===== src/hw/rtl/nvmrq_pkg.sv =====
// Shared types, constants and register indexes for the NVMe read queue engine.
// No dependencies; imported by every module of the block.
package nvmrq_pkg;

	localparam int DEF_QUEUE_DEPTH   = 64;
	localparam int DEF_DOORBELL_BASE = 4096;

	localparam int MAX_XFER_BYTES  = 8192;
	localparam int PAGE_BYTES      = 4096;
	localparam int MIN_BLOCK_LOG2  = 9;
	localparam int TIMEOUT_DEFAULT = 5000000;

	localparam int IN_DATA_W  = 160;
	localparam int OUT_DATA_W = 296;
	localparam int CFG_IDX_W  = 3;
	localparam int CFG_DATA_W = 32;

	localparam logic [CFG_IDX_W-1:0] REG_ENABLED         = 3'd0;
	localparam logic [CFG_IDX_W-1:0] REG_BLOCK_SIZE_LOG2 = 3'd1;
	localparam logic [CFG_IDX_W-1:0] REG_NAMESPACE_ID    = 3'd2;
	localparam logic [CFG_IDX_W-1:0] REG_DOORBELL_STRIDE = 3'd3;
	localparam logic [CFG_IDX_W-1:0] REG_QUEUE_ID        = 3'd4;
	localparam logic [CFG_IDX_W-1:0] REG_QUEUE_ENTRIES   = 3'd5;
	localparam logic [CFG_IDX_W-1:0] REG_TIMEOUT_POLLS   = 3'd6;

	localparam logic REQ_READ = 1'b0;
	localparam logic REQ_POLL = 1'b1;

	typedef enum logic [2:0] {
		RK_SUBMITTED   = 3'd0,
		RK_REJECTED    = 3'd1,
		RK_BUSY        = 3'd2,
		RK_PENDING     = 3'd3,
		RK_COMPLETED   = 3'd4,
		RK_TIMEOUT     = 3'd5,
		RK_NOTHING_OUT = 3'd6
	} result_kind_t;

	typedef struct packed {
		logic        enabled;
		logic [3:0]  block_size_log2;
		logic [31:0] namespace_id;
		logic [3:0]  doorbell_stride;
		logic [3:0]  queue_id;
		logic [6:0]  queue_entries;
		logic [22:0] timeout_polls;
	} cfg_t;

	typedef struct packed {
		logic        req_type;
		logic [63:0] start_lba;
		logic [15:0] block_count;
		logic [63:0] buffer_address;
		logic [15:0] completion_word;
	} item_t;

	typedef struct packed {
		result_kind_t result_kind;
		logic [15:0]  command_id;
		logic [5:0]   slot_index;
		logic [63:0]  prp_first;
		logic [63:0]  prp_second;
		logic [63:0]  lba_out;
		logic [3:0]   blocks_minus_one;
		logic [31:0]  ns_out;
		logic [21:0]  doorbell_offset;
		logic [5:0]   doorbell_value;
		logic [14:0]  status_code;
	} result_t;

endpackage


===== src/hw/rtl/nvmrq_cfg_regs.sv =====
// Configuration register file of the NVMe read queue engine.
// Depends on nvmrq_pkg for register indexes and the cfg_t bundle.
module nvmrq_cfg_regs import nvmrq_pkg::*; (
	input  logic                  clk,
	input  logic                  arst_n,
	input  logic                  cfg_valid,
	output logic                  cfg_ready,
	input  logic [CFG_IDX_W-1:0]  cfg_index,
	input  logic [CFG_DATA_W-1:0] cfg_data,
	output cfg_t                  cfg
);

	cfg_t cfg_q;

	assign cfg_ready = 1'b1;
	assign cfg       = cfg_q;

	always_ff @(posedge clk or negedge arst_n) begin
		if (!arst_n) begin
			cfg_q.enabled         <= 1'b0;
			cfg_q.block_size_log2 <= 4'(MIN_BLOCK_LOG2);
			cfg_q.namespace_id    <= 32'd1;
			cfg_q.doorbell_stride <= 4'd0;
			cfg_q.queue_id        <= 4'd1;
			cfg_q.queue_entries   <= 7'd64;
			cfg_q.timeout_polls   <= 23'(TIMEOUT_DEFAULT);
		end else if (cfg_valid && cfg_ready) begin
			case (cfg_index)
				REG_ENABLED:         cfg_q.enabled         <= cfg_data[0];
				REG_BLOCK_SIZE_LOG2: cfg_q.block_size_log2 <= cfg_data[3:0];
				REG_NAMESPACE_ID:    cfg_q.namespace_id    <= cfg_data;
				REG_DOORBELL_STRIDE: cfg_q.doorbell_stride <= cfg_data[3:0];
				REG_QUEUE_ID:        cfg_q.queue_id        <= cfg_data[3:0];
				REG_QUEUE_ENTRIES:   cfg_q.queue_entries   <= cfg_data[6:0];
				REG_TIMEOUT_POLLS:   cfg_q.timeout_polls   <= cfg_data[22:0];
				default: begin
				end
			endcase
		end
	end

endmodule


===== src/hw/rtl/nvmrq_core.sv =====
// Queue pair state and single-pass result logic: read checks, submission entry,
// completion phase match and poll timeout. Depends on nvmrq_pkg.
module nvmrq_core import nvmrq_pkg::*; #(
	parameter int QUEUE_DEPTH   = DEF_QUEUE_DEPTH,
	parameter int DOORBELL_BASE = DEF_DOORBELL_BASE
) (
	input  logic    clk,
	input  logic    arst_n,
	input  cfg_t    cfg,
	input  item_t   item,
	input  logic    fire,
	output result_t res
);

	localparam int IW  = (QUEUE_DEPTH > 2) ? $clog2(QUEUE_DEPTH) : 1;
	localparam int RSW = (IW + 1 > 7) ? IW + 1 : 7;

	logic [IW-1:0] tail_q;
	logic [IW-1:0] head_q;
	logic          phase_q;
	logic [15:0]   cmd_id_q;
	logic          outstanding_q;
	logic [22:0]   poll_count_q;

	logic [IW-1:0]  tail_d;
	logic [IW-1:0]  head_d;
	logic           phase_d;
	logic [15:0]    cmd_id_d;
	logic           outstanding_d;
	logic [22:0]    poll_count_d;

	logic [3:0]     bsl;
	logic [RSW-1:0] ring_size;
	logic [RSW-1:0] tail_inc;
	logic [RSW-1:0] head_inc;
	logic [IW-1:0]  tail_nx;
	logic [IW-1:0]  head_nx;
	logic           bad_read;
	logic           two_pages;
	logic [22:0]    poll_inc;
	logic [4:0]     sq_sel;
	logic [4:0]     cq_sel;
	logic [4:0]     shamt;
	logic [21:0]    sq_db;
	logic [21:0]    cq_db;

	always_comb begin
		bsl = (cfg.block_size_log2 < 4'(MIN_BLOCK_LOG2)) ? 4'(MIN_BLOCK_LOG2) :
			cfg.block_size_log2;
		bad_read  = !cfg.enabled || (item.block_count == 16'd0) ||
			(item.block_count > 16'(MAX_XFER_BYTES >> bsl));
		two_pages = {16'd0, item.block_count} > (32'(PAGE_BYTES) >> bsl);

		if (RSW'(cfg.queue_entries) < RSW'(2))
			ring_size = RSW'(2);
		else if (RSW'(cfg.queue_entries) > RSW'(QUEUE_DEPTH))
			ring_size = RSW'(QUEUE_DEPTH);
		else
			ring_size = RSW'(cfg.queue_entries);

		tail_inc = RSW'(tail_q) + RSW'(1);
		head_inc = RSW'(head_q) + RSW'(1);
		tail_nx  = (tail_inc >= ring_size) ? '0 : tail_inc[IW-1:0];
		head_nx  = (head_inc >= ring_size) ? '0 : head_inc[IW-1:0];

		sq_sel = {cfg.queue_id, 1'b0};
		cq_sel = {cfg.queue_id, 1'b1};
		shamt  = {1'b0, cfg.doorbell_stride} + 5'd2;
		sq_db  = 22'(23'(DOORBELL_BASE) + (23'(sq_sel) << shamt));
		cq_db  = 22'(23'(DOORBELL_BASE) + (23'(cq_sel) << shamt));

		poll_inc = poll_count_q + 23'd1;
	end

	always_comb begin
		res           = '0;
		res.result_kind = RK_SUBMITTED;
		tail_d        = tail_q;
		head_d        = head_q;
		phase_d       = phase_q;
		cmd_id_d      = cmd_id_q;
		outstanding_d = outstanding_q;
		poll_count_d  = poll_count_q;

		if (item.req_type == REQ_READ) begin
			if (bad_read) begin
				res.result_kind = RK_REJECTED;
			end else if (outstanding_q) begin
				res.result_kind = RK_BUSY;
			end else begin
				res.result_kind      = RK_SUBMITTED;
				res.command_id       = cmd_id_q;
				res.slot_index       = 6'(tail_q);
				res.prp_first        = item.buffer_address;
				res.prp_second       = two_pages ?
					item.buffer_address + 64'(PAGE_BYTES) : 64'd0;
				res.lba_out          = item.start_lba;
				res.blocks_minus_one = 4'(item.block_count - 16'd1);
				res.ns_out           = cfg.namespace_id;
				res.doorbell_offset  = sq_db;
				res.doorbell_value   = 6'(tail_nx);
				cmd_id_d      = cmd_id_q + 16'd1;
				tail_d        = tail_nx;
				outstanding_d = 1'b1;
				poll_count_d  = '0;
			end
		end else if (!outstanding_q) begin
			res.result_kind = RK_NOTHING_OUT;
		end else if (item.completion_word[0] == phase_q) begin
			res.result_kind     = RK_COMPLETED;
			res.command_id      = cmd_id_q - 16'd1;
			res.status_code     = item.completion_word[15:1];
			res.doorbell_offset = cq_db;
			res.doorbell_value  = 6'(head_nx);
			head_d        = head_nx;
			phase_d       = (head_nx == '0) ? !phase_q : phase_q;
			outstanding_d = 1'b0;
			poll_count_d  = '0;
		end else if (poll_inc >= cfg.timeout_polls) begin
			res.result_kind = RK_TIMEOUT;
			res.command_id  = cmd_id_q - 16'd1;
			outstanding_d   = 1'b0;
			poll_count_d    = '0;
		end else begin
			res.result_kind = RK_PENDING;
			poll_count_d    = poll_inc;
		end
	end

	always_ff @(posedge clk or negedge arst_n) begin
		if (!arst_n) begin
			tail_q        <= '0;
			head_q        <= '0;
			phase_q       <= 1'b1;
			cmd_id_q      <= '0;
			outstanding_q <= 1'b0;
			poll_count_q  <= '0;
		end else if (fire) begin
			tail_q        <= tail_d;
			head_q        <= head_d;
			phase_q       <= phase_d;
			cmd_id_q      <= cmd_id_d;
			outstanding_q <= outstanding_d;
			poll_count_q  <= poll_count_d;
		end
	end

endmodule


===== src/hw/rtl/nvme_read_queue_engine.sv =====
// NVMe read queue engine: input word register, queue pair core, result register.
// An accepted word waits in the input register until fire, then passes the core into the
// result register; m_tvalid rises in the cycle after fire. Throughput: one word per cycle
// while m_tready does not stall, set by the single pass through the core between the two
// registers; m_tready low holds both. Reset: arst_n clears pointers, command id, counters
// and the valid flags of both word registers, sets the phase to 1 and returns config to its defaults.
module nvme_read_queue_engine import nvmrq_pkg::*; #(
	parameter int QUEUE_DEPTH   = DEF_QUEUE_DEPTH,
	parameter int DOORBELL_BASE = DEF_DOORBELL_BASE
) (
	input  logic                  clk,
	input  logic                  arst_n,
	input  logic                  s_tvalid,
	output logic                  s_tready,
	// start_lba[63:0], block_count[79:64], buffer_address[143:80],
	// completion_word[159:144]
	input  logic [IN_DATA_W-1:0]  s_tdata,
	// req_type[0]
	input  logic                  s_tuser,
	output logic                  m_tvalid,
	input  logic                  m_tready,
	// command_id[15:0], slot_index[21:16], prp_first[85:22], prp_second[149:86],
	// lba_out[213:150], blocks_minus_one[217:214], ns_out[249:218],
	// doorbell_offset[271:250], doorbell_value[277:272], status_code[292:278]
	output logic [OUT_DATA_W-1:0] m_tdata,
	// result_kind[2:0]
	output logic [2:0]            m_tuser,
	input  logic                  cfg_valid,
	output logic                  cfg_ready,
	input  logic [CFG_IDX_W-1:0]  cfg_index,
	input  logic [CFG_DATA_W-1:0] cfg_data
);

	cfg_t    cfg;
	item_t   item_s1;
	logic    valid_s1;
	result_t res;
	result_t res_s2;
	logic    valid_s2;
	logic    fire;

	assign fire     = valid_s1 && (!valid_s2 || m_tready);
	assign s_tready = !valid_s1 || fire;

	nvmrq_cfg_regs u_cfg (
		.clk       (clk),
		.arst_n    (arst_n),
		.cfg_valid (cfg_valid),
		.cfg_ready (cfg_ready),
		.cfg_index (cfg_index),
		.cfg_data  (cfg_data),
		.cfg       (cfg)
	);

	nvmrq_core #(
		.QUEUE_DEPTH   (QUEUE_DEPTH),
		.DOORBELL_BASE (DOORBELL_BASE)
	) u_core (
		.clk    (clk),
		.arst_n (arst_n),
		.cfg    (cfg),
		.item   (item_s1),
		.fire   (fire),
		.res    (res)
	);

	always_ff @(posedge clk or negedge arst_n) begin
		if (!arst_n) begin
			valid_s1 <= 1'b0;
		end else if (s_tready) begin
			valid_s1 <= s_tvalid;
		end
	end

	always_ff @(posedge clk) begin
		if (s_tvalid && s_tready) begin
			item_s1.req_type        <= s_tuser;
			item_s1.start_lba       <= s_tdata[63:0];
			item_s1.block_count     <= s_tdata[79:64];
			item_s1.buffer_address  <= s_tdata[143:80];
			item_s1.completion_word <= s_tdata[159:144];
		end
	end

	always_ff @(posedge clk or negedge arst_n) begin
		if (!arst_n) begin
			valid_s2 <= 1'b0;
		end else if (fire) begin
			valid_s2 <= 1'b1;
		end else if (m_tready) begin
			valid_s2 <= 1'b0;
		end
	end

	always_ff @(posedge clk) begin
		if (fire) begin
			res_s2 <= res;
		end
	end

	assign m_tvalid = valid_s2;
	assign m_tuser  = res_s2.result_kind;
	assign m_tdata  = {
		3'd0,
		res_s2.status_code,
		res_s2.doorbell_value,
		res_s2.doorbell_offset,
		res_s2.ns_out,
		res_s2.blocks_minus_one,
		res_s2.lba_out,
		res_s2.prp_second,
		res_s2.prp_first,
		res_s2.slot_index,
		res_s2.command_id
	};

endmodule


===== config.mk =====
export PLATFORM = sky130hd
export DESIGN_NAME = nvme_read_queue_engine
export DESIGN_NICKNAME = d
export VERILOG_FILES = /design/src/hw/rtl/nvmrq_pkg.sv /design/src/hw/rtl/nvmrq_cfg_regs.sv /design/src/hw/rtl/nvmrq_core.sv /design/src/hw/rtl/nvme_read_queue_engine.sv
export SDC_FILE = /design/constraint.sdc
export NUM_CORES = 1
export LEC_CHECK = 0
export BUFFER_PORTS_ARGS = -buffer_cell sky130_fd_sc_hd__buf_2
export CAP_MARGIN = 40
export CORE_MARGIN = 2
export CORE_UTILIZATION = 55
export DETAILED_ROUTE_END_ITERATION = 12
export PLACE_DENSITY_LB_ADDON = 0.15
export SLEW_MARGIN = 20
export SYNTH_ARGS = -nofsm -noshare
export SYNTH_HDL_FRONTEND = slang
export SYNTH_SLANG_ARGS = --single-unit

===== constraint.sdc =====
create_clock -name clk -period 22 [get_ports clk]
set_input_delay 1.1 -clock clk [delete_from_list [all_inputs] [get_ports clk]]
set_output_delay 1.1 -clock clk [all_outputs]
set_load 0.02 [all_outputs]

## After elaboration in Yosys (flattened, before gate mapping)

Cells that the tools add are included.

| word-level totals | value |
|---|---|
| register bits after elaboration | 587 |
| input port bits | 201 |

| cells by class | value |
|---|---|
| add/sub/neg operators | 10 |
| magnitude comparators | 8 |
| equality and inequality tests | 10 |
| shift-type cells | 4 |
| muxes and demuxes | 32 |
| bitwise gates (word level) | 4 |
| reduce and logical (&&, ||, !) cells | 29 |

Operators with widths:

| kind | count |
|---|---|
| $mux W278 | 2 |
| $mux W23 | 6 |
| $mux W43 | 2 |
| $add A64 B13 Y64 const B | 1 |
| $mux W64 | 1 |
| $add A13 B22 Y22 const A | 2 |
| $shl A5 B5 Y22 | 2 |
| $mux W19 | 2 |
| $gt A16 B32 Y1 | 1 |
| $mux W16 | 2 |
| $shr A13 B4 Y32 const A | 1 |
| $mux W28 | 1 |
| $add A23 B1 Y23 const B | 1 |
| $ge A23 B23 Y1 | 1 |
| $add A16 B1 Y16 const B | 1 |
| $gt A16 B16 Y1 | 1 |
| $logic_not A16 Y1 | 1 |
| $reduce_and A2 Y1 | 8 |
| $shr A14 B4 Y16 const A | 1 |
| $sub A16 B1 Y16 const B | 1 |
| $add A6 B1 Y7 const B | 2 |
| $ge A7 B7 Y1 | 2 |
| $mux W7 | 2 |
| $mux W6 | 2 |
| 27 further kinds | 51 |

## Longest topological paths before layout

Gate-level depths: netlist (run 1).

| depth | value |
|---|---|
| depth in word-level cells | 8 |
| mapped depth | 17 |
| depth with buffers taken out | 15 |

## Modules after synthesis

A second synthesis (run 1) with hierarchy kept.

| second synthesis, totals | value |
|---|---|
| cells, all modules | 1,813 |
| area total of the unflattened synthesis | 25,306.8 µm² |

By module, submodules not included:

| module | times used | cells an instance | area an instance (µm²) |
|---|---|---|---|
| nvme_read_queue_engine | 1 | 469 | 13,853.3 |
| nvmrq_core | 1 | 1,179 | 8,470.6 |
| nvmrq_cfg_regs | 1 | 165 | 2,982.9 |

## Worst setup path after synthesis (run 1)

OpenSTA, ideal clock, no wires.

| timing path | value |
|---|---|
| kind | input to register |
| start | input port m_tready |
| end | register u_core.poll_count_q[10] |
| arrival | 9.908 ns |
| path slack | 12.022 ns |
| stages | 5 |
| buffers on the path | 0 |
| path through | nand2b_1 > nand2_1 > clkinv_1 > o21ai_1 > a22o_1 |

| on the way | value |
|---|---|
| word-level cells in the longest chain between the ends | 3 |

RTL lines:

| item | line | RTL |
|---|---|---|
| from (decl) | nvme_read_queue_engine.sv:21 | `input logic m_tready,` |
| $logic_or A1 B1 Y1 | nvme_read_queue_engine.sv:42 | `assign fire = valid_s1 && (!valid_s2 \|\| m_tready);` |
| $logic_and A1 B1 Y1 | nvme_read_queue_engine.sv:42 |  |
| named net fire | nvme_read_queue_engine.sv:40 | `logic fire;` |
| $reduce_and A4 Y1 (no line) | - |  |
| to (signal assigned) | nvmrq_core.sv:144 | `poll_count_q <= poll_count_d;` |
| to (decl) | nvmrq_core.sv:23 | `logic [22:0] poll_count_q;` |

The timed path passes the listed nets, and every way through them passes these cells.
A chain may end at the register's enable or synchronous reset.

==> run summary, run 1 <==
Route
- 58200 um — final WL
- 16200 — routed vias
- 0 — post-route DRC violation count
- 1389 — Detailed Route Iter0 Violations
- 19.5 um — Routed WL per cell
- 0 — antenna-violating nets left
- 5.45 — average via count per standard cell
- 5 — first drt pass iteration count

STA
- 4.48 ns — Min Clock Period, post-route
- 1.23 ns — Slew @ Worst Pin
- 0 — Max Slew Vio Count
- 0 — number of failing setup endpoints in the final timing report
- 0.0175 ns — clk_skew
- 0.203 — portion of the clock cycle consumed by the worst path in the final layout
- 223 MHz — achievable clock frequency
- false — RSZ-0062 raised after global routing
- 0 ns — Sum Neg Setup Slack
- 0.183 — tightest slew margin relative to the limit
- 0 — final count of hold timing violations

CTS
- 2 — H-tree depth
- 0.62 ns — insertion delay of the later-clocked pin in the worst-skew pair
- built — CTS tree
- 0 — CTS resizes
- 59 — CTS Buf Count
- 0 — post-CTS setup repair buffer count
- 3 — maximum buffer depth of the clock tree
- sky130_fd_sc_hd__clkbuf_16 — buffer cell driving the clock tree root
- 0 — # hold bufs at CTS
- 0.06 ns — clock slew at reported path FFs
- 587 — CTS sink count

Synthesis
- sky130_fd_sc_hd__edfxtp_1 — Yosys top cell by area
- 457 — number of enable flip-flop cells after synthesis
- sky130_fd_sc_hd__edfxtp_1 — cell with the most instances after synthesis
- 13.9 sq um — Post-Synthesis Mean Instance Area
- 0 — synthesis warning total
- 0.546 — post-synth top area share
- 0.677 — register area share after synthesis
- 25100 sq um — Mapped Area
- sky130_fd_sc_hd__edfxtp_1, sky130_fd_sc_hd__and2_1, sky130_fd_sc_hd__dfrtp_1 — top cells by instance count after synthesis
- sky130_fd_sc_hd__edfxtp_1 — dominant synthesized flop cell
- 0.221 — Async S/R FF share, synth
- sky130_fd_sc_hd__edfxtp_1, sky130_fd_sc_hd__dfrtp_1, sky130_fd_sc_hd__and2_1, sky130_fd_sc_hd__ha_1, sky130_fd_sc_hd__mux2_2 — cell types with the largest area share after synthesis
- 1811 — count of mapped cells out of synthesis
- 68 — Unique masters post-synth
- 587 — post-synthesis register bit count

Global routing
- 16000 — via count of the first global-routing pass
- 0.244 — All-Layer GR Usage
- 177 — maximum number of pins on one net before global-route repair
- 0 — overall overflow remaining after global route
- 89100 um — first-pass GRT wire length
- 5 — number of antenna violations at the first check in global routing

Setup path
- flop — Startpoint Class
- 22.36 ns — required time of the critical path
- 4.83 ns — Data arrival, critical path
- 0.47 ns — maximum cell stage delay along the critical path
- nand3_1 -> nor3_1 -> and2_0 -> nor2b_1 -> nand2_1 -> xnor2_1 -> ha_1 -> a21o_1 -> a211oi_2 -> o211ai_1 -> a211o_1 -> o211ai_2 -> buf_6 -> nor3_1 -> a311o_1 — CP Cell Sequence
- sky130_fd_sc_hd__nor3_1 — worst-path cell with the longest stage delay
- flop — CP endpoint kind
- 22 — crit-path max FO
- reg -> reg — type of the setup path with the least slack
- sky130_fd_sc_hd__nor3_1 — most repeated library cell on the critical path

Final layout
- 0.671 — final core utilization
- 0.301 — fraction of layout instances using a drive strength above 1
- 20.7% — area overhead of the layout relative to synthesis
- 2608 — Final nets

Floorplan
- 218 um — Die X
- 503 — number of I/O pins
- 47400 sq um — Die Footprint
- 218 um — Die Height
- 45200 sq um — Placeable Area
- 78 — number of rows in the core area
- 0.556 — effective utilization at floorplan

Place
- 40500 um — Detail Placement HPWL
- 0.883 — Routability Congestion
- 498 — buffers added on ports

Power and ir drop
- 92.7 nW/um^2 — Power per Cell Area
- 12.7 nW — static power due to leakage
- 70.8 uV — Worst VDD drop

Job
- 0 — max_cap viols

Min path
- in -> async — type of the most critical hold path

Run status
- finished clean — outcome

power by group:
part	switching [mW]	leakage (nW)	internal, mW
sequential	0.0610	6.13	1.32
clock	0.407	0.905	0.564
combinational	0.289	5.67	0.168
metrics by stage:
step	area [sq um]	hold WS [ns]	power, mW	worst slack (ns)	std cells
4_1_cts	30200	0.394	2.83	17.15	2975
5_1_grt	30300	0.417	2.93	17.22	2982
2_1_floorplan	25200	0.445	1.71	12.02	1831
3_3_place_gp	28200	0.467	1.83	17.34	2861
3_5_place_dp	28400	0.469	1.85	17.18	2868
6_report	30300	0.412	2.81	17.52	2982
routing by layer:
layer / share of wire / track usage / vias up
li1: - / - / 7677
met1: 0.41 / 0.319 / 7957
met2: 0.50 / 0.414 / 519
met3: 0.070 / 0.0466 / 92
met4: 0.025 / 0.0756 / 2
met5: 0.00022 / 0 / -
logic make-up after synthesis:
kind of cell / count (synthesis) / synth area share
buffers and inverters: 126 / 0.0213
AOI/OAI and AO/OA: 196 / 0.0502
DFF: 587 / 0.677
xor gates and xnor gates: 105 / 0.0366
muxes: 86 / 0.0383
and+or+nand+nor: 635 / 0.140
adders and majority gates: 74 / 0.0369
other: 2 / 0.000299
registers in the layout, summed over array words and instances (netlist names):
name / count
valid_s1: 1
u_core.poll_count_q: 23
u_core.head_q: 6
m_tvalid: 1
item_s1: 161
u_core.cmd_id_q: 16
u_core.phase_q: 1
u_cfg.cfg: 75
m_tdata: 293
u_core.tail_q: 6
u_core.outstanding_q: 1
m_tuser: 3
layout make-up:
class                      count  area, sq um
antenna                        3         7.51
clock buffer                  81         1640
clock inverter                26          224
fill                        3339        14900
inverter                      46          180
multi-input combinational   1118         7690
sequential                   587        17000
tap                          600          751
timing repair buffer         521         2810
placed cells by master (no fill, tap or decap), types with 22 or more instances in the layout:
cell and n:
sky130_fd_sc_hd__edfxtp_1 457, sky130_fd_sc_hd__xnor2_1 43, sky130_fd_sc_hd__nand3_1 45, sky130_fd_sc_hd__and3_1 46, sky130_fd_sc_hd__nor2_1 59, sky130_fd_sc_hd__conb_1 22
sky130_fd_sc_hd__nand4_1 30, sky130_fd_sc_hd__and2_1 176, sky130_fd_sc_hd__o21ai_0 29, sky130_fd_sc_hd__inv_1 45, sky130_fd_sc_hd__nor3_1 84, sky130_fd_sc_hd__xor2_1 61
sky130_fd_sc_hd__a21oi_1 54, sky130_fd_sc_hd__dfrtp_1 116, sky130_fd_sc_hd__nor2b_1 22, sky130_fd_sc_hd__buf_2 497, sky130_fd_sc_hd__clkbuf_16 61, sky130_fd_sc_hd__mux2_2 80
sky130_fd_sc_hd__ha_1 74, sky130_fd_sc_hd__nand2_1 92
critical path, delay by kind of cell (launching register included):
kind | cells | cell delay (ns)
and+or+nand+nor | 6 | 1.55
buffers and inverters | 1 | 0.21
DFF | 1 | 0.45
xor gates and xnor gates | 1 | 0.20
AOI/OAI and AO/OA | 6 | 1.51
adders and majority gates | 1 | 0.28
worst paths after layout:
kind | start | end | slack, ns | cells past startpoint
worst min register to register | u_core.cmd_id_q[15]$_DFFE_PN0P_ | u_core.cmd_id_q[15]$_DFFE_PN0P_ | 0.48 | 1
max in group asynchronous | arst_n | u_cfg.cfg[19]$_DFFE_PN1P_ | 20.22 | 4
worst min-delay path | arst_n | u_cfg.cfg[67]$_DFFE_PN0P_ | 0.41 | 1
worst max register to register | u_core.poll_count_q[0]$_DFFE_PN0P_ | m_tdata[15]$_DFFE_PP_ | 17.52 | 15
min in group clk | u_core.cmd_id_q[15]$_DFFE_PN0P_ | u_core.cmd_id_q[15]$_DFFE_PN0P_ | 0.48 | 1
worst max-delay path | u_core.poll_count_q[0]$_DFFE_PN0P_ | m_tdata[15]$_DFFE_PP_ | 17.52 | 15
Power figures use the tool's default switching activity.
==> run 2: changes to the inputs <==
- CORE_UTILIZATION: 55 -> 50
- clock period: 22 -> 4.1 ns (I/O delays scaled with it)
==> run summary, run 2 (synthesis gave the netlist of run 1 again) <==
Run status
- finished clean — outcome

Setup path
- 4.46 ns — required time of the critical path
- reg -> reg — type of the setup path with the least slack
- 17 — worst-case reg-to-reg path depth
- m_tdata[15]$_DFFE_PP_ — reg-to-reg critical path endpoint
- 0.18 ns — worst-case register-to-register setup slack
- 22 — crit-path max FO
- 4.28 ns — Data arrival, critical path
- flop — CP endpoint kind
- u_core.poll_count_q[1]$_DFFE_PN0P_ — source of the worst register-to-register timing path
- flop — Startpoint Class

CTS
- 0 — post-CTS setup repair buffer count
- sky130_fd_sc_hd__clkbuf_16 — buffer cell driving the clock tree root
- 3 — maximum buffer depth of the clock tree
- 587 — CTS sink count
- 0.06 ns — clock slew at reported path FFs
- built — CTS tree
- 61 — CTS Buf Count
- 0.62 ns — insertion delay of the later-clocked pin in the worst-skew pair
- 2 — H-tree depth

Min path
- in -> reg — type of the most critical hold path
- cfg_index[0] — Hold Crit Start
- 3 — Hold Path Stages
- u_cfg.cfg[74]$_DFFE_PN0P_ — worst-case hold path end point

STA
- 255 MHz — achievable clock frequency
- 0.0166 ns — clk_skew
- false — RSZ-0062 raised after global routing
- 3.92 ns — Min Clock Period, post-route
- 0 — Max Slew Vio Count
- 0 — number of failing setup endpoints in the final timing report
- 0 — final count of hold timing violations
- 0.956 — portion of the clock cycle consumed by the worst path in the final layout
- 0.906 ns — Slew @ Worst Pin
- 0.179 ns — Setup WS post-layout
- 0.390 — tightest slew margin relative to the limit
- 0 ns — Sum Neg Setup Slack

Route
- 1113 — Detailed Route Iter0 Violations
- 5 — first drt pass iteration count
- 17100 — routed vias
- 0 — antenna-violating nets left
- 5.25 — average via count per standard cell
- 19.1 um — Routed WL per cell
- 0 — post-route DRC violation count
- 62300 um — final WL

Global routing
- 97500 um — first-pass GRT wire length
- 17500 — via count of the first global-routing pass
- 2 — number of antenna violations at the first check in global routing
- 0.238 — All-Layer GR Usage
- 0 — overall overflow remaining after global route
- 149 — maximum number of pins on one net before global-route repair

Final layout
- sky130_fd_sc_hd__buf_2 — most common cell after layout, fill and taps aside
- 2817 — Final nets
- sky130_fd_sc_hd__buf_2, sky130_fd_sc_hd__edfxtp_1, sky130_fd_sc_hd__dlygate4sd3_1, sky130_fd_sc_hd__and2_1, sky130_fd_sc_hd__dfrtp_1 — commonest cells after routing, fill and taps aside
- 0.283 — fraction of layout instances using a drive strength above 1
- 29.1% — area overhead of the layout relative to synthesis
- 3760 — Fill cells
- 293 — number of flip-flops under the largest register name

Power and ir drop
- 380 uV — Worst VDD drop
- 472 nW/um^2 — Power per Cell Area
- 13.6 nW — static power due to leakage

Place
- 498 — buffers added on ports
- 0.866 — Routability Congestion
- 41900 um — Detail Placement HPWL
- 0.148 ns — setup slack after placement

Floorplan
- 0.504 — effective utilization at floorplan
- 49900 sq um — Placeable Area
- 52000 sq um — Die Footprint
- 503 — number of I/O pins
- 82 — number of rows in the core area
- 228 um — Die X
- 228 um — Die Height

Job
- 0 — max_cap viols

==> run 2: power breakdown <==
part,switching (mW),leakage [nW],total (mW),internal [mW]
registers,0.337,6.13,7.41,7.08
clock network,2.27,0.924,5.26,3.00
logic,1.60,6.53,2.64,1.04
total,4.20,13.6,15.3,11.1
==> run 2: what timing repair did <==
action,in CTS,in global routing
endpoints found under the setup margin,0,9
hold buffers,198,0
endpoints found under the hold margin,291,0
gates resized for setup,0,4
==> run 2: critical path, stage by stage, from the launching register on <==
cell and delay [ns]:
sky130_fd_sc_hd__dfrtp_1 0.39, sky130_fd_sc_hd__ha_1 0.23, sky130_fd_sc_hd__and3_1 0.24, sky130_fd_sc_hd__and3_1 0.19
sky130_fd_sc_hd__nand3_1 0.12, sky130_fd_sc_hd__nor2_2 0.18, sky130_fd_sc_hd__buf_4 0.14, sky130_fd_sc_hd__nand2_1 0.06
sky130_fd_sc_hd__xnor2_1 0.20, sky130_fd_sc_hd__ha_1 0.28, sky130_fd_sc_hd__a21o_1 0.16, sky130_fd_sc_hd__a21oi_1 0.14
sky130_fd_sc_hd__o211ai_1 0.11, sky130_fd_sc_hd__a211o_1 0.37, sky130_fd_sc_hd__o211ai_2 0.26, sky130_fd_sc_hd__buf_12 0.19
sky130_fd_sc_hd__nor3_1 0.06, sky130_fd_sc_hd__a311o_1 0.33
==> run 2: layout make-up <==
class | instances | area (sq um) | area share
Sequential cell | 587 | 17000 | 0.524
Multi-Input combinational cell | 1118 | 7700 | 0.237
Timing Repair Buffer | 728 | 4830 | 0.149
Clock buffer | 74 | 1600 | 0.0492
Tap cell | 672 | 841 | 0.0259
Clock inverter | 38 | 283 | 0.00872
Inverter | 46 | 185 | 0.00571
Antenna cell | 1 | 2.50 | 0.0000772
==> run 2: how the worst max path moves through the flow <==
stage / start / to / cells past startpoint
detailed placement: u_core.poll_count_q[1]$_DFFE_PN0P_ / m_tdata[15]$_DFFE_PP_ / 17
CTS: u_core.poll_count_q[1]$_DFFE_PN0P_ / m_tdata[15]$_DFFE_PP_ / 17
global placement: u_core.poll_count_q[1]$_DFFE_PN0P_ / m_tdata[15]$_DFFE_PP_ / 17
global route: u_core.poll_count_q[0]$_DFFE_PN0P_ / m_tdata[15]$_DFFE_PP_ / 16
finish: u_core.poll_count_q[1]$_DFFE_PN0P_ / m_tdata[15]$_DFFE_PP_ / 17
floorplan: u_core.poll_count_q[2]$_DFFE_PN0P_ / m_tdata[13]$_DFFE_PP_ / 15
==> run 2: per-layer routing <==
metal	routed length, um	up-vias	part of all wire	GRT usage
li1	-	8105	-	-
met1	25700	8363	0.41	0.305
met2	30700	536	0.49	0.406
met3	3870	117	0.062	0.0456
met4	2050	2	0.033	0.0844
met5	10	-	0.00016	0
==> run 2: metrics by stage <==
stage	hold slack, ns	util	power, mW	cells	cell area, sq um
final	0.0446	0.650	15.3	3264	32400
after global routing	0.0573	0.650	16.0	3264	32400
after CTS	0.0184	0.650	15.4	3262	32400
after detailed placement	0.0829	0.572	10.0	2952	28500
after global placement	0.359	0.572	9.92	2951	28500
after floorplan	-0.0906	-	9.10	1831	25200
==> run 3: changes to the inputs <==
- ABC_AREA: not set -> 1
==> run summary, run 3 <==
STA
- 0.248 — tightest slew margin relative to the limit
- 0.830 — portion of the clock cycle consumed by the worst path in the final layout
- 0.697 ns — Setup WS post-layout
- false — RSZ-0062 raised after global routing
- 0 ns — Sum Neg Setup Slack
- 1.13 ns — Slew @ Worst Pin
- 294 MHz — achievable clock frequency
- 0 — number of failing setup endpoints in the final timing report
- 3.40 ns — Min Clock Period, post-route
- 0.0275 ns — clk_skew
- 0 — final count of hold timing violations
- 0 — Max Slew Vio Count

Synthesis
- 0.516 — post-synth top area share
- 51 — Unique masters post-synth
- sky130_fd_sc_hd__edfxtp_1 — dominant synthesized flop cell
- 2605 — count of mapped cells out of synthesis
- 0.638 — register area share after synthesis
- 0 — synthesis warning total
- 10.2 sq um — Post-Synthesis Mean Instance Area
- sky130_fd_sc_hd__edfxtp_1 — Yosys top cell by area
- 587 — post-synthesis register bit count
- 0.221 — Async S/R FF share, synth
- sky130_fd_sc_hd__nand2_1, sky130_fd_sc_hd__edfxtp_1, sky130_fd_sc_hd__nor2_1 — top cells by instance count after synthesis
- 457 — number of enable flip-flop cells after synthesis
- 26600 sq um — Mapped Area
- sky130_fd_sc_hd__edfxtp_1, sky130_fd_sc_hd__dfrtp_1, sky130_fd_sc_hd__nand2_1, sky130_fd_sc_hd__nor2_1, sky130_fd_sc_hd__inv_1 — cell types with the largest area share after synthesis
- sky130_fd_sc_hd__nand2_1 — cell with the most instances after synthesis

Setup path
- 20 — worst-case reg-to-reg path depth
- 3 — buffers plus inverters on the worst setup path
- simple AND/OR/NAND/NOR gates — family of cells with the greatest summed delay on the critical path
- 0.70 ns — worst-case register-to-register setup slack
- 4.45 ns — required time of the critical path
- ha_1 -> inv_1 -> nor2_4 -> nand2_1 -> nor3_2 -> nand3_1 -> nand2_1 -> nand2_1 -> ha_1 -> nand2_1 -> inv_1 -> nand2_1 -> nand2_1 -> a21oi_1 -> nand3_1 -> nor2_2 -> nand2_1 -> nand2_1 -> buf_4 -> o21ai_0 — CP Cell Sequence
- 17 — crit-path max FO
- u_core.poll_count_q[0]$_DFFE_PN0P_ — source of the worst register-to-register timing path
- m_tdata[0]$_DFFE_PP_ — reg-to-reg critical path endpoint
- flop — Startpoint Class
- 0.50 ns — maximum cell stage delay along the critical path
- 3.75 ns — Data arrival, critical path
- sky130_fd_sc_hd__dfrtp_1 — worst-path cell with the longest stage delay
- flop — CP endpoint kind
- reg -> reg — type of the setup path with the least slack
- sky130_fd_sc_hd__nand2_1 — most repeated library cell on the critical path

CTS
- 0.63 ns — insertion delay of the later-clocked pin in the worst-skew pair
- 587 — CTS sink count
- 3 — maximum buffer depth of the clock tree
- 0 — post-CTS setup repair buffer count
- built — CTS tree
- 61 — CTS Buf Count
- 2 — H-tree depth
- sky130_fd_sc_hd__clkbuf_16 — buffer cell driving the clock tree root
- 202 — # hold bufs at CTS
- 0.06 ns — clock slew at reported path FFs
- 0 — CTS resizes

Power and ir drop
- 0.216 — combinational share of power
- 11.7 mW — internal cell power
- 425 uV — Worst VDD drop
- 5.25 mW — Net Sw Power
- 498 nW/um^2 — Power per Cell Area
- 0.310 — switching fraction of total power
- 0.322 — clock network fraction of total power
- 0.462 — part of the power in registers
- 15.6 nW — static power due to leakage

Final layout
- 4078 — number of standard cells in the final layout excluding fillers
- sky130_fd_sc_hd__nand2_1 — most common cell after layout, fill and taps aside
- 7930 sq um — multi-input combinational cell area
- 293 — number of flip-flops under the largest register name
- 27.8% — area overhead of the layout relative to synthesis
- sky130_fd_sc_hd__nand2_1, sky130_fd_sc_hd__buf_2, sky130_fd_sc_hd__edfxtp_1, sky130_fd_sc_hd__nor2_1, sky130_fd_sc_hd__inv_1 — commonest cells after routing, fill and taps aside
- 3615 — Final nets
- 17000 sq um — Reg area
- 0.199 — fraction of layout instances using a drive strength above 1
- 4151 — Fill cells

Run status
- finished clean — outcome

Floorplan
- 235 um — Die X
- 503 — number of I/O pins
- 235 um — Die Height
- 84 — number of rows in the core area
- 0.507 — effective utilization at floorplan
- 55100 sq um — Die Footprint
- 52600 sq um — Placeable Area

Place
- 0.910 — Routability Congestion
- 498 — buffers added on ports
- 3762 — placed cell count
- 0.770 ns — setup slack after placement
- 50300 um — Detail Placement HPWL

Route
- 0 — post-route DRC violation count
- 6 — first drt pass iteration count
- 0 — antenna-violating nets left
- 17.8 um — Routed WL per cell
- 72500 um — final WL
- 5.14 — average via count per standard cell
- 21000 — routed vias
- 1465 — Detailed Route Iter0 Violations

Global routing
- 114000 um — first-pass GRT wire length
- 0.262 — All-Layer GR Usage
- 2 — number of antenna violations at the first check in global routing
- 174 — maximum number of pins on one net before global-route repair
- 0 — overall overflow remaining after global route
- 21000 — via count of the first global-routing pass

Job
- 0 — max_cap viols

Min path
- in -> async — type of the most critical hold path

==> run 3: cell type report <==
| class | count | share of cell area |
|---|---|---|
| sequential | 587 | 0.500 |
| multi-input combinational | 1583 | 0.233 |
| timing repair buffer | 726 | 0.142 |
| clock buffer | 78 | 0.0488 |
| inverter | 381 | 0.0423 |
| tap | 688 | 0.0253 |
| clock inverter | 33 | 0.00868 |
| antenna | 2 | 0.000147 |
==> run 3: cells by family (layout without fill, tap and decap cells) <==
group                    after synthesis  after routing  share of synthesized area
other                                  2             24                   0.000282
flip-flops                           587            587                      0.638
AND/OR/NAND/NOR                     1182           1182                      0.188
AO/OA/AOI/OAI                        229            229                     0.0463
buffers and inverters                455           1218                     0.0671
adder cells (fa/ha/maj)               74             74                     0.0348
XOR/XNOR                              76             76                     0.0253
==> run 3: worst max path at each step <==
stage | start | endpoint | slack, ns | cells after the start
CTS | u_core.poll_count_q[0]$_DFFE_PN0P_ | m_tdata[0]$_DFFE_PP_ | 0.72 | 20
global placement | u_cfg.cfg[73]$_DFFE_PN1P_ | m_tdata[125]$_SDFFCE_PP0P_ | 0.83 | 17
detailed placement | u_core.poll_count_q[0]$_DFFE_PN0P_ | m_tdata[0]$_DFFE_PP_ | 0.77 | 20
global route | u_core.poll_count_q[0]$_DFFE_PN0P_ | m_tdata[0]$_DFFE_PP_ | 0.35 | 20
finish | u_core.poll_count_q[0]$_DFFE_PN0P_ | m_tdata[0]$_DFFE_PP_ | 0.70 | 20
floorplan | m_tvalid$_DFFE_PN0P_ | u_core.phase_q$_DFFE_PN1P_ | -1.86 | 9
==> run 3: power groups by stage <==
stage	sequential [mW]	combinational [mW]	clock, mW
floorplan	8.35	1.89	0
global placement	7.92	3.38	0
detailed placement	7.93	3.48	0
CTS	7.83	3.65	5.54
global route	7.92	4.08	5.78
finish	7.83	3.66	5.45
==> run 3: worst register-to-register path, cell delays in order (launching register included) <==
cell	delay, ns
sky130_fd_sc_hd__dfrtp_1	0.50
sky130_fd_sc_hd__ha_1	0.26
sky130_fd_sc_hd__inv_1	0.09
sky130_fd_sc_hd__nor2_4	0.19
sky130_fd_sc_hd__nand2_1	0.12
sky130_fd_sc_hd__nor3_2	0.22
sky130_fd_sc_hd__nand3_1	0.10
sky130_fd_sc_hd__nand2_1	0.07
sky130_fd_sc_hd__nand2_1	0.07
sky130_fd_sc_hd__ha_1	0.32
sky130_fd_sc_hd__nand2_1	0.10
sky130_fd_sc_hd__inv_1	0.04
sky130_fd_sc_hd__nand2_1	0.05
sky130_fd_sc_hd__nand2_1	0.05
sky130_fd_sc_hd__a21oi_1	0.13
sky130_fd_sc_hd__nand3_1	0.10
sky130_fd_sc_hd__nor2_2	0.10
sky130_fd_sc_hd__nand2_1	0.12
sky130_fd_sc_hd__nand2_1	0.10
sky130_fd_sc_hd__buf_4	0.25
sky130_fd_sc_hd__o21ai_0	0.15
==> run 3: metrics by stage <==
stage          area [sq um]  total power [mW]   util  hold WS [ns]
2_1_floorplan         26700              10.2      -       -0.0906
3_3_place_gp          29900              11.3  0.569         0.369
3_5_place_dp          30000              11.4  0.571        0.0913
4_1_cts               34000              17.0  0.647         0.158
5_1_grt               34000              17.8  0.647         0.174
6_report              34000              16.9  0.647         0.177
==> run 3: metal layers <==
metal | GRT usage | up-vias | part of all wire
li1 | - | 10000 | -
met1 | 0.333 | 10000 | 0.40
met2 | 0.447 | 765 | 0.49
met3 | 0.0449 | 158 | 0.063
met4 | 0.105 | 0 | 0.041
met5 | 0 | - | 0
